## config.mk

```make
export PLATFORM = sky130hd
export DESIGN_NAME = wav_stream_pcm_decoder_top
export DESIGN_NICKNAME = d
export VERILOG_FILES = /design/src/rtl/core/wspd_pkg.sv /design/src/rtl/core/wspd_parser.sv /design/src/rtl/core/wspd_result_fifo.sv /design/src/rtl/core/wav_stream_pcm_decoder_top.sv
export VERILOG_INCLUDE_DIRS = /design/src /design/src/rtl/core
export SDC_FILE = /design/constraint.sdc
export NUM_CORES = 1
export LEC_CHECK = 0
export BUFFER_PORTS_ARGS = -buffer_cell sky130_fd_sc_hd__buf_2
export CORE_MARGIN = 10
export CORE_UTILIZATION = 40
export CTS_CLUSTER_SIZE = 8
export DETAILED_ROUTE_END_ITERATION = 12
export SETUP_SLACK_MARGIN = 0.05
export SKIP_CTS_REPAIR_TIMING = 1
export SYNTH_ARGS = -nofsm -noshare
export SYNTH_HDL_FRONTEND = slang
export SYNTH_SLANG_ARGS = --single-unit
export TNS_END_PERCENT = 10
```

## constraint.sdc

```tcl
create_clock -name i_clk -period 7.43 [get_ports i_clk]
set_input_delay 1.486 -clock i_clk [delete_from_list [all_inputs] [get_ports i_clk]]
set_output_delay 1.486 -clock i_clk [all_outputs]
set_load 0.02 [all_outputs]
```

## src/rtl/core/assert_macros.svh

```systemverilog
// Assertion helpers shared by the RTL.
`ifndef ASSERT_MACROS_SVH
`define ASSERT_MACROS_SVH

// Checked on every rising edge, quiet while reset is held.
`define ASSERT_CLK(label, prop, msg) \
    label: assert property (@(posedge i_clk) disable iff (!i_rst_n) prop) \
    else $error(msg);

// Checked on every rising edge, reset included.
`define ASSERT_ALWAYS(label, prop, msg) \
    label: assert property (@(posedge i_clk) prop) else $error(msg);

`endif

```

## src/rtl/core/wspd_pkg.sv

```systemverilog
package wspd_pkg;

    localparam logic [31:0] TAG_RIFF = 32'h5249_4646;
    localparam logic [31:0] TAG_WAVE = 32'h5741_5645;
    localparam logic [31:0] TAG_FMT  = 32'h666D_7420;
    localparam logic [31:0] TAG_DATA = 32'h6461_7461;

    localparam int QUEUE_DEPTH = 4;
    localparam int QUEUE_AW    = $clog2(QUEUE_DEPTH);
    localparam int QUEUE_CW    = $clog2(QUEUE_DEPTH + 1);

    typedef enum logic [2:0] {
        ST_OK        = 3'd0,
        ST_SHORT     = 3'd1,
        ST_NOT_WAVE  = 3'd2,
        ST_FMT_SMALL = 3'd3,
        ST_NO_FMT    = 3'd4,
        ST_NO_DATA   = 3'd5,
        ST_BAD_DEPTH = 3'd6
    } t_status;

    typedef enum logic {
        KIND_SAMPLE = 1'b0,
        KIND_STATUS = 1'b1
    } t_kind;

    typedef struct packed {
        t_kind        kind;
        logic [15:0]  sample;
        logic [31:0]  rate;
        logic [15:0]  channels;
        t_status      status;
        logic         final_flag;
    } t_result;

    // Results produced by one input beat: up to a sample and a status report.
    typedef struct packed {
        logic [1:0]        num;
        t_result [1:0]     item;
    } t_push;

endpackage

```

## src/rtl/core/wspd_parser.sv

```systemverilog
`include "assert_macros.svh"

module wspd_parser (
    input  logic              i_clk,
    input  logic              i_rst_n,
    input  logic              i_valid,
    input  logic [7:0]        i_byte,
    input  logic              i_eof,
    output wspd_pkg::t_push   o_push
);

    typedef enum logic [2:0] {
        PH_RIFF   = 3'd0,
        PH_HEADER = 3'd1,
        PH_FMT    = 3'd2,
        PH_DATA   = 3'd3,
        PH_SKIP   = 3'd4,
        PH_PAD    = 3'd5,
        PH_HALT   = 3'd6
    } t_phase;

    t_phase              r_phase, n_phase;
    logic [31:0]         r_pos, n_pos;
    logic [31:0]         r_tag, n_tag;
    logic [31:0]         r_len, n_len;
    logic [31:0]         r_rate, n_rate;
    logic [15:0]         r_chan, n_chan;
    logic [15:0]         r_depth, n_depth;
    logic                r_fmt, n_fmt;
    logic                r_data, n_data;
    logic [7:0]          r_low, n_low;
    wspd_pkg::t_status   r_err, n_err;

    logic [31:0]         pos_inc;
    logic                body_done;
    logic [31:0]         tag_shift;
    logic [31:0]         len_shift;
    logic                smp_valid;
    logic [15:0]         smp_value;
    wspd_pkg::t_status   status;
    wspd_pkg::t_result   res_smp;
    wspd_pkg::t_result   res_st;

    always_comb begin
        n_phase   = r_phase;
        n_pos     = r_pos;
        n_tag     = r_tag;
        n_len     = r_len;
        n_rate    = r_rate;
        n_chan    = r_chan;
        n_depth   = r_depth;
        n_fmt     = r_fmt;
        n_data    = r_data;
        n_low     = r_low;
        n_err     = r_err;
        smp_valid = 1'b0;
        smp_value = '0;
        pos_inc   = r_pos + 32'd1;
        body_done = (pos_inc == r_len);
        tag_shift = {r_tag[23:0], i_byte};
        len_shift = {i_byte, r_len[31:8]};

        if (i_valid) begin
            case (r_phase)
                PH_RIFF: begin
                    if (r_pos < 32'd4 || r_pos >= 32'd8) begin
                        n_tag = tag_shift;
                    end
                    if (r_pos == 32'd3 && n_tag != wspd_pkg::TAG_RIFF) begin
                        n_err = wspd_pkg::ST_NOT_WAVE;
                    end
                    if (r_pos == 32'd11) begin
                        if (n_tag != wspd_pkg::TAG_WAVE) begin
                            n_err = wspd_pkg::ST_NOT_WAVE;
                        end
                        n_pos   = '0;
                        n_phase = (n_err != wspd_pkg::ST_OK) ? PH_HALT : PH_HEADER;
                    end else begin
                        n_pos = pos_inc;
                    end
                end
                PH_HEADER: begin
                    if (r_pos < 32'd4) begin
                        n_tag = tag_shift;
                    end else begin
                        n_len = len_shift;
                    end
                    if (r_pos == 32'd7) begin
                        n_pos = '0;
                        if (n_tag == wspd_pkg::TAG_FMT) begin
                            if (n_len < 32'd16) begin
                                n_err   = wspd_pkg::ST_FMT_SMALL;
                                n_phase = PH_HALT;
                            end else begin
                                n_phase = r_data ? PH_SKIP : PH_FMT;
                            end
                        end else if (n_tag == wspd_pkg::TAG_DATA && !r_data && r_fmt) begin
                            n_data  = 1'b1;
                            n_low   = '0;
                            n_phase = (n_len == '0) ? PH_HEADER : PH_DATA;
                        end else begin
                            // empty body is even: straight back to a header
                            n_phase = (n_len == '0) ? PH_HEADER : PH_SKIP;
                        end
                    end else begin
                        n_pos = pos_inc;
                    end
                end
                PH_FMT: begin
                    if (r_pos == 32'd2) begin
                        n_chan[7:0] = i_byte;
                    end else if (r_pos == 32'd3) begin
                        n_chan[15:8] = i_byte;
                    end else if (r_pos >= 32'd4 && r_pos <= 32'd7) begin
                        n_rate[{r_pos[1:0], 3'b000} +: 8] = i_byte;
                    end else if (r_pos == 32'd14) begin
                        n_depth[7:0] = i_byte;
                    end else if (r_pos == 32'd15) begin
                        n_depth[15:8] = i_byte;
                        n_fmt         = 1'b1;
                    end
                    if (body_done) begin
                        n_pos   = '0;
                        n_phase = r_len[0] ? PH_PAD : PH_HEADER;
                    end else begin
                        n_pos = pos_inc;
                    end
                end
                PH_DATA: begin
                    if (r_depth == 16'd16) begin
                        if (!r_pos[0]) begin
                            n_low = i_byte;
                        end else begin
                            smp_valid = 1'b1;
                            smp_value = {i_byte, r_low};
                        end
                    end else if (r_depth == 16'd8) begin
                        smp_valid = 1'b1;
                        smp_value = {~i_byte[7], i_byte[6:0], 8'h00};
                    end
                    if (body_done) begin
                        n_pos   = '0;
                        n_phase = r_len[0] ? PH_PAD : PH_HEADER;
                    end else begin
                        n_pos = pos_inc;
                    end
                end
                PH_SKIP: begin
                    if (body_done) begin
                        n_pos   = '0;
                        n_phase = r_len[0] ? PH_PAD : PH_HEADER;
                    end else begin
                        n_pos = pos_inc;
                    end
                end
                PH_PAD: begin
                    n_pos   = '0;
                    n_phase = PH_HEADER;
                end
                default: begin
                    // halt: drop bytes until end of file
                end
            endcase
        end
    end

    always_comb begin
        if (n_phase == PH_RIFF) begin
            status = wspd_pkg::ST_SHORT;
        end else if (n_err != wspd_pkg::ST_OK) begin
            status = n_err;
        end else if (!n_fmt) begin
            status = wspd_pkg::ST_NO_FMT;
        end else if (!n_data) begin
            status = wspd_pkg::ST_NO_DATA;
        end else if (n_depth != 16'd8 && n_depth != 16'd16) begin
            status = wspd_pkg::ST_BAD_DEPTH;
        end else begin
            status = wspd_pkg::ST_OK;
        end

        res_smp.kind       = wspd_pkg::KIND_SAMPLE;
        res_smp.sample     = smp_value;
        res_smp.rate       = n_rate;
        res_smp.channels   = n_chan;
        res_smp.status     = wspd_pkg::ST_OK;
        res_smp.final_flag = 1'b0;

        res_st.kind        = wspd_pkg::KIND_STATUS;
        res_st.sample      = '0;
        res_st.rate        = n_rate;
        res_st.channels    = n_chan;
        res_st.status      = status;
        res_st.final_flag  = 1'b1;

        o_push.num     = {1'b0, smp_valid} + {1'b0, i_valid & i_eof};
        o_push.item[0] = smp_valid ? res_smp : res_st;
        o_push.item[1] = res_st;
    end

    always_ff @(posedge i_clk) begin
        if (!i_rst_n || (i_valid && i_eof)) begin
            r_phase <= PH_RIFF;
            r_pos   <= '0;
            r_tag   <= '0;
            r_len   <= '0;
            r_rate  <= '0;
            r_chan  <= '0;
            r_depth <= '0;
            r_fmt   <= 1'b0;
            r_data  <= 1'b0;
            r_low   <= '0;
            r_err   <= wspd_pkg::ST_OK;
        end else begin
            r_phase <= n_phase;
            r_pos   <= n_pos;
            r_tag   <= n_tag;
            r_len   <= n_len;
            r_rate  <= n_rate;
            r_chan  <= n_chan;
            r_depth <= n_depth;
            r_fmt   <= n_fmt;
            r_data  <= n_data;
            r_low   <= n_low;
            r_err   <= n_err;
        end
    end

    `ASSERT_CLK(a_eof_restarts, i_valid && i_eof |=> r_phase == PH_RIFF && r_pos == '0 && !r_fmt, "end of file did not restart the parser")
    `ASSERT_CLK(a_riff_pos, r_phase == PH_RIFF |-> r_pos < 32'd12, "file header position out of range")
    `ASSERT_CLK(a_two_results, o_push.num == 2'd2 |-> o_push.item[0].kind == wspd_pkg::KIND_SAMPLE && o_push.item[1].final_flag, "double result is not sample then status")

endmodule

```

## src/rtl/core/wspd_result_fifo.sv

```systemverilog
`include "assert_macros.svh"

module wspd_result_fifo (
    input  logic                i_clk,
    input  logic                i_rst_n,
    input  wspd_pkg::t_push     i_push,
    input  logic                i_pop,
    output logic                o_ready,
    output logic                o_valid,
    output wspd_pkg::t_result   o_head
);

    wspd_pkg::t_result                 r_mem [wspd_pkg::QUEUE_DEPTH];
    logic [wspd_pkg::QUEUE_AW-1:0]     r_wr_ptr;
    logic [wspd_pkg::QUEUE_AW-1:0]     r_rd_ptr;
    logic [wspd_pkg::QUEUE_CW-1:0]     r_count;
    logic [wspd_pkg::QUEUE_AW-1:0]     wr_ptr_b;

    assign wr_ptr_b = r_wr_ptr + {{(wspd_pkg::QUEUE_AW-1){1'b0}}, 1'b1};
    // room for a sample plus a status report
    assign o_ready  = r_count <= wspd_pkg::QUEUE_CW'(wspd_pkg::QUEUE_DEPTH - 2);
    assign o_valid  = r_count != '0;
    assign o_head   = r_mem[r_rd_ptr];

    always_ff @(posedge i_clk) begin
        if (i_push.num != 2'd0) begin
            r_mem[r_wr_ptr] <= i_push.item[0];
        end
        if (i_push.num == 2'd2) begin
            r_mem[wr_ptr_b] <= i_push.item[1];
        end
    end

    always_ff @(posedge i_clk) begin
        if (!i_rst_n) begin
            r_wr_ptr <= '0;
            r_rd_ptr <= '0;
            r_count  <= '0;
        end else begin
            r_wr_ptr <= r_wr_ptr + wspd_pkg::QUEUE_AW'(i_push.num);
            if (i_pop) begin
                r_rd_ptr <= r_rd_ptr + {{(wspd_pkg::QUEUE_AW-1){1'b0}}, 1'b1};
            end
            r_count <= r_count + wspd_pkg::QUEUE_CW'(i_push.num)
                       - wspd_pkg::QUEUE_CW'(i_pop);
        end
    end

    `ASSERT_CLK(a_no_overflow, i_push.num != 2'd0 |-> r_count <= wspd_pkg::QUEUE_CW'(wspd_pkg::QUEUE_DEPTH - 2), "push without room")
    `ASSERT_CLK(a_ptr_track, r_wr_ptr == r_rd_ptr + r_count[wspd_pkg::QUEUE_AW-1:0], "pointers disagree with count")
    `ASSERT_CLK(a_no_underflow, i_pop |-> r_count != '0, "pop from empty queue")

endmodule

```

## src/rtl/core/wav_stream_pcm_decoder_top.sv

```systemverilog
// Latency: a result is queued the cycle after its byte is taken, behind earlier results.
// Throughput: one byte per cycle if the queue has room; state advances as each is taken.
// A four-entry result queue lets the slave side run while results wait to be taken;
// an end-of-file byte that also completes a sample makes two result beats.
// Reset: synchronous, active low; an end-of-file beat also resets the parser state.
module wav_stream_pcm_decoder_top (
    input  logic         i_clk,
    input  logic         i_rst_n,
    input  logic         s_axis_tvalid,
    output logic         s_axis_tready,
    input  logic [7:0]   s_axis_tdata,   // [7:0] file_byte
    input  logic         s_axis_tlast,   // end_of_file
    output logic         m_axis_tvalid,
    input  logic         m_axis_tready,
    output logic [71:0]  m_axis_tdata,   // [15:0] pcm_sample, [47:16] rate_hz,
                                         // [63:48] channel_count, [66:64] status_code
    output logic         m_axis_tuser,   // [0] result_kind
    output logic         m_axis_tlast    // final_flag
);

    logic                s_accept;
    logic                m_accept;
    wspd_pkg::t_push     push;
    wspd_pkg::t_result   head;

    assign s_accept = s_axis_tvalid & s_axis_tready;
    assign m_accept = m_axis_tvalid & m_axis_tready;

    wspd_parser u_parser (
        .i_clk   (i_clk),
        .i_rst_n (i_rst_n),
        .i_valid (s_accept),
        .i_byte  (s_axis_tdata),
        .i_eof   (s_axis_tlast),
        .o_push  (push)
    );

    wspd_result_fifo u_fifo (
        .i_clk   (i_clk),
        .i_rst_n (i_rst_n),
        .i_push  (push),
        .i_pop   (m_accept),
        .o_ready (s_axis_tready),
        .o_valid (m_axis_tvalid),
        .o_head  (head)
    );

    assign m_axis_tdata = {5'b00000, head.status, head.channels, head.rate, head.sample};
    assign m_axis_tuser = head.kind;
    assign m_axis_tlast = head.final_flag;

endmodule
```

# Word level (Yosys, flattened, before mapping)
# Memory sizes are Yosys's and may differ from the RTL's. A register that Yosys moved wholly into a read port is not among the register bits.
# Cells that the tools add are included.
# classes
n_addsub	8
mux	97
n_shift	2
n_eq_ne	26
reduce_logical	25
bitwise_logic	4
n_lt_le_gt_ge	6
# ops
operator	n
32-bit two-way mux	17
16-bit two-way mux	12
32-bit one-hot mux with 4 select lines	1
32-bit by 4-bit == test with 1-bit output, second input constant	3
8-bit two-way mux	11
3-bit two-way mux	26
69-bit two-way mux	1
32-bit by 2-bit == test with 1-bit output, second input constant	2
32-bit by 31-bit == test with 1-bit output, second input constant	2
32-bit by 31-bit != test with 1-bit output, second input constant	2
32-bit one-hot mux with 2 select lines	1
32-bit by 1-bit adder with 32-bit output, second input constant	1
32-bit bitwise mux	1
32-bit by 3-bit == test with 1-bit output, second input constant	1
32-bit == test	1
32-bit by 3-bit greater-or-equal comparator with 1-bit output, second input constant	1
32-bit by 4-bit greater-or-equal comparator with 1-bit output, second input constant	1
32-bit by 3-bit <= comparator with 1-bit output, second input constant	1
32-bit logical NOT	1
32-bit by 3-bit less-than comparator with 1-bit output, second input constant	1
32-bit by 5-bit less-than comparator with 1-bit output, second input constant	1
8-bit by 7-bit variable shift with 32-bit output, first input constant	1
8-bit by 7-bit indexed part select with 32-bit output	1
1-bit two-way mux	21
33 further kinds	57
# totals
mem_count	1
regBits	183
ram_bits	276
inputBits	13
# memory_table
memory	depth	width	read_ports	rd_ports_with_merged_regs	wr	line_no	text
u_fifo.r_mem	4	69	1	1	2	wspd_result_fifo.sv:13	wspd_pkg::t_result r_mem [wspd_pkg::QUEUE_DEPTH];

# Logic depth before layout (Yosys ltp)
# Gate-level depths: netlist of the first run.
# logic_depth
ltp_word	20
ltp_mapped	16

# Hierarchy
# A second synthesis of the first run with hierarchy kept.
# hier_totals
cells_unflattened	2109
area_unflattened_um2	24359.6
# by_module_without_submodules
mod	cells_per_inst	area_each_um2	instances
wspd_result_fifo	716	13755.7	1
wspd_parser	1385	10550.1	1
wav_stream_pcm_decoder_top	8	53.8	1

# Worst setup path after synthesis of the first run
# Ideal clock, no wire load.
# synth_path
path_kind	input to register
start	in s_axis_tvalid
end	mem u_fifo.r_mem[2][2] (netlist bit) (data pin)
path_buffers	2
setup_ns	0.167
arrival_time_ns	4.934
setup_slack_ns	2.328
required_ns	7.263
path_stages	12
cell_sequence	nand2_1 > or4b_2 > clkbuf_1 > inv_1 > ha_1 > inv_1 > nor3b_1 > a21oi_1 > clkbuf_1 > inv_1 > o21ai_0 > nor3_1
# synth_lines
item	line_no	text
from (decl)	wav_stream_pcm_decoder_top.sv:9	input logic s_axis_tvalid,
to (decl)	wspd_result_fifo.sv:13	

# Worst setup path after layout of the first run
# layout_path
start	reg u_parser.r_pos[0]
end	reg u_parser.r_pos[23]
# layout_via
elab_chain_cells	4
# layout_rtl
item	line_no	text
from (decl)	wspd_parser.sv:23	logic [31:0] r_pos, n_pos;
from (signal assigned)	wspd_parser.sv:216	r_pos <= n_pos;
32-bit by 1-bit adder with 32-bit output	wspd_parser.sv:58	pos_inc = r_pos + 32'd1;
32-bit == test	wspd_parser.sv:59	body_done = (pos_inc == r_len);
32-bit two-way mux	wspd_parser.sv:122, wspd_parser.sv:141, wspd_parser.sv:149	
32-bit one-hot mux with 4 select lines (*)	wspd_parser.sv:64	case (r_phase)
# Every way passes the cells marked *; elsewhere a longest branch is shown, timed or not.
# A chain may end at the register's enable or synchronous reset.

==> results_dict.tcl, run 1 <==
set metrics [dict create \
    finalCritPeriodShare_pct 68.5 \
    tns_ns 0 \
    clk_path_buf_depth 3 \
    max-cap-violations 0 \
    maxSlewHeadroom_pct 22.4 \
    layout.nets 2059 \
    worstPathArrival_ns 5.59 \
    viasPerCell 5.79 \
    period_needed_ns 5.09 \
    final_cells 2759 \
    grt_max_degree 88 \
    rsz0062_at_grt "no" \
    clkTransAtPathRegs_ns 0.05 \
    initial_utilization_pct 40.6 \
    drive_gt1_share_pct 14.1 \
    ys.flop_type "dfxtp_1" \
    avgSynthCellArea_um2 10.5 \
    dp.final_hpwl_um 38800 \
    ys_seq_area_share_pct 53.4 \
    ys_top_cells_by_area "edfxtp_1, dfxtp_1, mux4_2, nor2_1, nand2_1" \
    reg2reg_slack_ns 2.34 \
    leakage_nw 7.88 \
    nFillCells 4762 \
    crit_slowest_cell "nor4_4" \
    yosysWarningCount 0 \
    cts_tree "yes" \
    final-max-slew-violation-count 0 \
    avgRoutedWirePerCell_um 22.2 \
    totalWireLength_um 61300 \
    ant_nets 0 \
    grtUsageTotal_pct 19.1 \
    worstHoldStart "u_fifo.r_mem[0][0]" \
    path_max_fanout 16 \
    cp-start-kind "flop" \
    crit_family "simple AND/OR/NAND/NOR gates" \
    finalSetupViolCount 0 \
    tightestPinTransition_ns 1.16 \
    grt_pass1_wl_um 94100 \
    endpoint_kind "flop" \
    clkLatencyLatePin_ns 0.59 \
    outcome "completed" \
    ys_seq_elements 457 \
    min_path_type "flop to flop" \
    io_buffers 83 \
    reg2reg_depth 11 \
    synth_cells 2007 \
    synthTopCellsByCount "nor2_1, dfxtp_1, edfxtp_1" \
    crit_required_ns 7.93 \
    path_depth 11 \
    root_buffer "clkbuf_16" \
    dieArea_um2 62000 \
    finalClockSkew_ns 0.0281 \
    async_flop_share_pct 0 \
    yosysTopAreaCellShare_pct 29.2 \
    grt_pass1_vias 15200 \
    vias 16000 \
    synth_edf_count 204 \
    grt_overflow 0 \
    crit_buf_inv 1 \
    cts-htree-levels 3 \
    finalPower_mw 6.73 \
    core-area_um2 51600 \
    dp_slack_ns 1.93 \
    holdPathEnd "u_fifo.r_mem[0][0]" \
    yosysMostFrequentCell "nor2_1" \
    powerDensity_nw_per_um2 283 \
    worst_slack_ns 2.34 \
    firstDrtPassIters 5 \
    die-width_um 249 \
    cts.sink_count 457 \
    ir_drop_v 0.000178 \
    syn_area_um2 21000 \
    dp.cells 2645 \
    synth_cell_type_count 84 \
    worstSetupPathType "flop to flop" \
    cts_buffers 67 \
    fmax_mhz 197 \
    fp.dieH_um 249 \
    r2r_start "u_parser.r_pos[0]" \
    hold_viol 0 \
    gp_congestion 0.951 \
    drc_errors 0 \
    drtIter0Drc 1580 \
    timing.rr.end "u_parser.r_pos[23]" \
    grt_antenna_before_repair 1 \
    pin_count 89 \
    crit_chain "ha_1 > inv_1 > or4_1 > nor4_2 > mux2i_1 > a21o_1 > nand4b_2 > a211oi_2 > nor4_4 > nand2_1 > o31ai_1" \
    syn_to_final_growth_pct 13.5 \
    slowest_delay_ns 0.95 \
    worstHoldPathCells 2 \
    synth_top_area_cell "edfxtp_1" \
    rows 83 \
]
## power by group
part,leakage [nW],switching [mW],internal [mW],total [mW]
Clock,0.947,1.11,1.76,2.87
Combinational,3.04,0.673,0.401,1.07
Sequential,3.89,0.0845,2.70,2.79
Total,7.88,1.87,4.86,6.73
## area by class of cell
type | instances | area [µm²] | share of cell area (%)
sequential | 457 | 11200 | 47.0
multi-input combinational | 1372 | 9090 | 38.2
clock buffer | 110 | 1920 | 8.08
tap | 680 | 851 | 3.57
timing repair buffer | 100 | 543 | 2.28
inverter | 36 | 135 | 0.568
clock inverter | 3 | 62.6 | 0.263
antenna | 1 | 2.50 | 0.0105
## worst reg2reg max path, stage by stage (launching register included)
cell and delay, ns:
dfxtp_1 0.75, ha_1 0.68, inv_1 0.33, or4_1 0.68, nor4_2 0.20, mux2i_1 0.11, a21o_1 0.19, nand4b_2 0.20
a211oi_2 0.10, nor4_4 0.95, nand2_1 0.51, o31ai_1 0.31
## stage by stage
stage	area (µm²)	hold WS [ns]	utilization (%)
after detailed placement	21800	0.439	42.3
final	23800	0.447	46.1
after global routing	23800	0.454	46.1
after global placement	21800	0.432	42.3
after CTS	23800	0.446	46.1
after floorplan	21000	0.418	-
## routing by layer
metal,share of wire (%),track usage [%],vias to the layer above
li1,-,-,7325
met3,6.4,3.57,115
met5,0,0,-
met2,47,30.6,613
met4,2.9,7.33,0
met1,43,25.4,7919
## cell usage in the layout (no fill, tap or decap), types with 19 or more instances in the layout
cell	instances
a22o_1	70
mux4_2	68
or3_1	19
o21ai_0	25
buf_2	83
nand2b_1	24
mux2i_1	67
a21oi_1	114
clkbuf_1	38
dfxtp_1	251
nor3_1	31
nand3_1	49
nand4_1	26
nand2_1	179
clkbuf_16	70
nor4_1	32
inv_1	32
xnor2_1	26
or4_1	20
nor2_1	381
edfxtp_1	204
## worst max-delay path by stage
stage	startpoint	endpoint	slack [ns]
2_1_floorplan	s_axis_tvalid	u_fifo.r_mem[2][2]	2.33
3_3_place_gp	s_axis_tvalid	u_fifo.r_mem[2][2]	2.03
3_5_place_dp	s_axis_tvalid	u_fifo.r_mem[2][2]	1.93
4_1_cts	u_parser.r_phase[2]	u_fifo.r_mem[2][2]	2.36
5_1_grt	u_parser.r_phase[2]	u_fifo.r_mem[2][3]	1.95
6_report	u_parser.r_pos[0]	u_parser.r_pos[23]	2.34
## registers in the layout, indices dropped and copies added, names as in the netlist, 2 cells and up, named ones only
register and count:
u_parser.r_len 32, u_parser.r_tag 32, u_parser.r_chan 16, u_parser.r_rate 32
u_parser.r_pos 32, u_parser.r_depth 16, u_parser.r_err 3, u_parser.r_phase 3
u_fifo.r_wr_ptr 2, u_parser.r_low 8, u_fifo.r_count 3, u_fifo.r_mem 272
u_fifo.r_rd_ptr 2
## kinds of logic (layout without fill, tap and decap cells)
logic type | after synthesis | count (layout) | synth area share [%]
AND/OR/NAND/NOR | 862 | 862 | 19.9
flip-flops | 457 | 457 | 53.4
AO/OA/AOI/OAI | 315 | 315 | 10.0
buffers and inverters | 182 | 249 | 3.66
multiplexers | 139 | 139 | 10.7
XOR/XNOR | 39 | 39 | 1.63
adder cells (fa/ha/maj) | 12 | 12 | 0.752
other | 1 | 6 | 0.0179
No activity file was read; power rests on OpenSTA's default activity.
==> run 2: changes to the inputs <==
==> constraint.sdc (replaced) <==
create_clock -name i_clk -period 4.45 [get_ports i_clk]
set_input_delay 0.89 -clock i_clk [delete_from_list [all_inputs] [get_ports i_clk]]
set_output_delay 0.89 -clock i_clk [all_outputs]
set_load 0.02 [all_outputs]
==> run 2 against run 1 <==
- non-clock buffer count grew 59
- via count grew 1.1%
- global-route usage rose by 0.53 points
- final cell count up 2.1%
- hold slack lost 0.0027 ns
- power grew 67%
- sequential share of layout area shrank 0.99 points
- clock-buffer cell count decreased by 5
- maximum frequency is 24% higher
- first-iteration DRC count down 11%
- core utilization up 1.0 points
==> results_dict.tcl, run 2 (same netlist as run 1, synthesis figures left out) <==
set metrics [dict create \
    outcome "completed" \
    clkTransAtPathRegs_ns 0.06 \
    leakage_nw 8.16 \
    clk_path_buf_depth 3 \
    layout_commonest_cell "nor2_1" \
    drive_gt1_share_pct 16.4 \
    cts_buffers 67 \
    antenna_cells 0 \
    totalWireLength_um 62400 \
    dieArea_um2 62000 \
    ir_drop_v 0.000249 \
    fmax_mhz 245 \
    io_buffers 83 \
    firstDrtPassIters 7 \
    final-max-slew-violation-count 0 \
    rsz0062_at_grt "no" \
    worst_slack_ns 0.363 \
    grt_max_degree 143 \
    tightestPinTransition_ns 1.18 \
    vias 16100 \
    dp_slack_ns 0.331 \
    largest_reg_flops 272 \
    reg2reg_slack_ns 0.36 \
    hold_viol 0 \
    syn_to_final_growth_pct 15.9 \
    gp_congestion 0.966 \
    tns_ns 0 \
    endpoint_kind "flop" \
    hold_slack_ns 0.444 \
    core-area_um2 51600 \
    dp.final_hpwl_um 39600 \
    max-cap-violations 0 \
    layout.nets 2118 \
    grt_antenna_before_repair 0 \
    die-width_um 249 \
    cp-start-kind "flop" \
    min_path_type "flop to flop" \
    worstPathArrival_ns 4.49 \
    rows 83 \
    cts.sink_count 457 \
    root_buffer "clkbuf_16" \
    viasPerCell 5.73 \
    finalClockSkew_ns 0.0234 \
    pin_count 89 \
    period_needed_ns 4.09 \
    cts_tree "yes" \
    finalCritPeriodShare_pct 91.8 \
    powerDensity_nw_per_um2 461 \
    finalSetupViolCount 0 \
    path_max_fanout 9 \
    grt_overflow 0 \
    ant_nets 0 \
    maxSlewHeadroom_pct 21.5 \
    regMostFlops "u_fifo.r_mem" \
    fp.dieH_um 249 \
    final_cell_mix "nor2_1, dfxtp_1, edfxtp_1" \
    grt_pass1_vias 16200 \
    grt_pass1_wl_um 97400 \
    clkLatencyLatePin_ns 0.60 \
    drtIter0Drc 1402 \
    drc_errors 0 \
    cts-htree-levels 3 \
    initial_utilization_pct 40.6 \
    worstSetupPathType "flop to flop" \
    grtUsageTotal_pct 19.7 \
    avgRoutedWirePerCell_um 22.1 \
    crit_required_ns 4.86 \
]
-- run 2: cell count changes in the layout (fill, tap and decap cells not counted), moves of 2 or more --
cell / previous run / this run
buf_12: 0 / 8
buf_4: 17 / 68
clkbuf_16: 70 / 68
clkbuf_8: 2 / 0
clkinvlp_4: 0 / 4
inv_2: 4 / 1
-- run 2: path summary, 6_finish.rpt --
| check | end | cells after the start | start |
|---|---|---|---|
| setup reg to reg | u_fifo.r_mem[2][2] | 13 | u_parser.r_pos[0] |
| hold / removal | u_parser.r_depth[14] | 2 | u_parser.r_depth[14] |
| setup / recovery | u_fifo.r_mem[2][2] | 13 | u_parser.r_pos[0] |
| hold reg to reg | u_parser.r_depth[14] | 2 | u_parser.r_depth[14] |
-- run 2: layout make-up --
| class | count | area, µm² |
|---|---|---|
| tap | 680 | 851 |
| multi-input combinational | 1372 | 9080 |
| clock buffer | 105 | 1840 |
| fill | 4743 | 27300 |
| timing repair buffer | 159 | 1090 |
| clock inverter | 7 | 115 |
| inverter | 36 | 146 |
| sequential | 457 | 11200 |
-- run 2: layer usage --
metal  global-route usage (%)  vias to the layer above  routed length [µm]
met5                        0                        -                   0
met3                     2.87                       80                3980
met4                     6.62                        0                1400
met2                     32.6                      591               30300
li1                         -                     7438                   -
met1                     25.8                     8039               26600
-- run 2: where the power goes --
group	switching (mW)	internal, mW	total (mW)
combinational	1.14	0.717	1.86
sequential	0.140	4.51	4.65
clock	1.86	2.85	4.70
-- run 2: stage by stage --
step                      cells  area, µm²  util [%]  power (mW)
after floorplan            2011      21000         -        5.97
after global placement     2704      22400      43.3        6.61
after detailed placement   2704      22400      43.3        6.62
after CTS                  2816      24300      47.1        11.3
after global routing       2816      24300      47.1        11.6
final                      2816      24300      47.1        11.2
-- run 2: worst max-delay path, cell delays in order (launching register included) --
cell and delay [ns]:
dfxtp_1 0.48, inv_1 0.22, ha_1 0.37, xor2_1 0.16
nor2_1 0.15, nand4_1 0.10, or4_1 0.54, or4_1 0.54
nor4_1 0.31, nand4_1 0.27, a211oi_2 0.31, nor3_1 0.09
buf_4 0.15, nor3_1 0.20
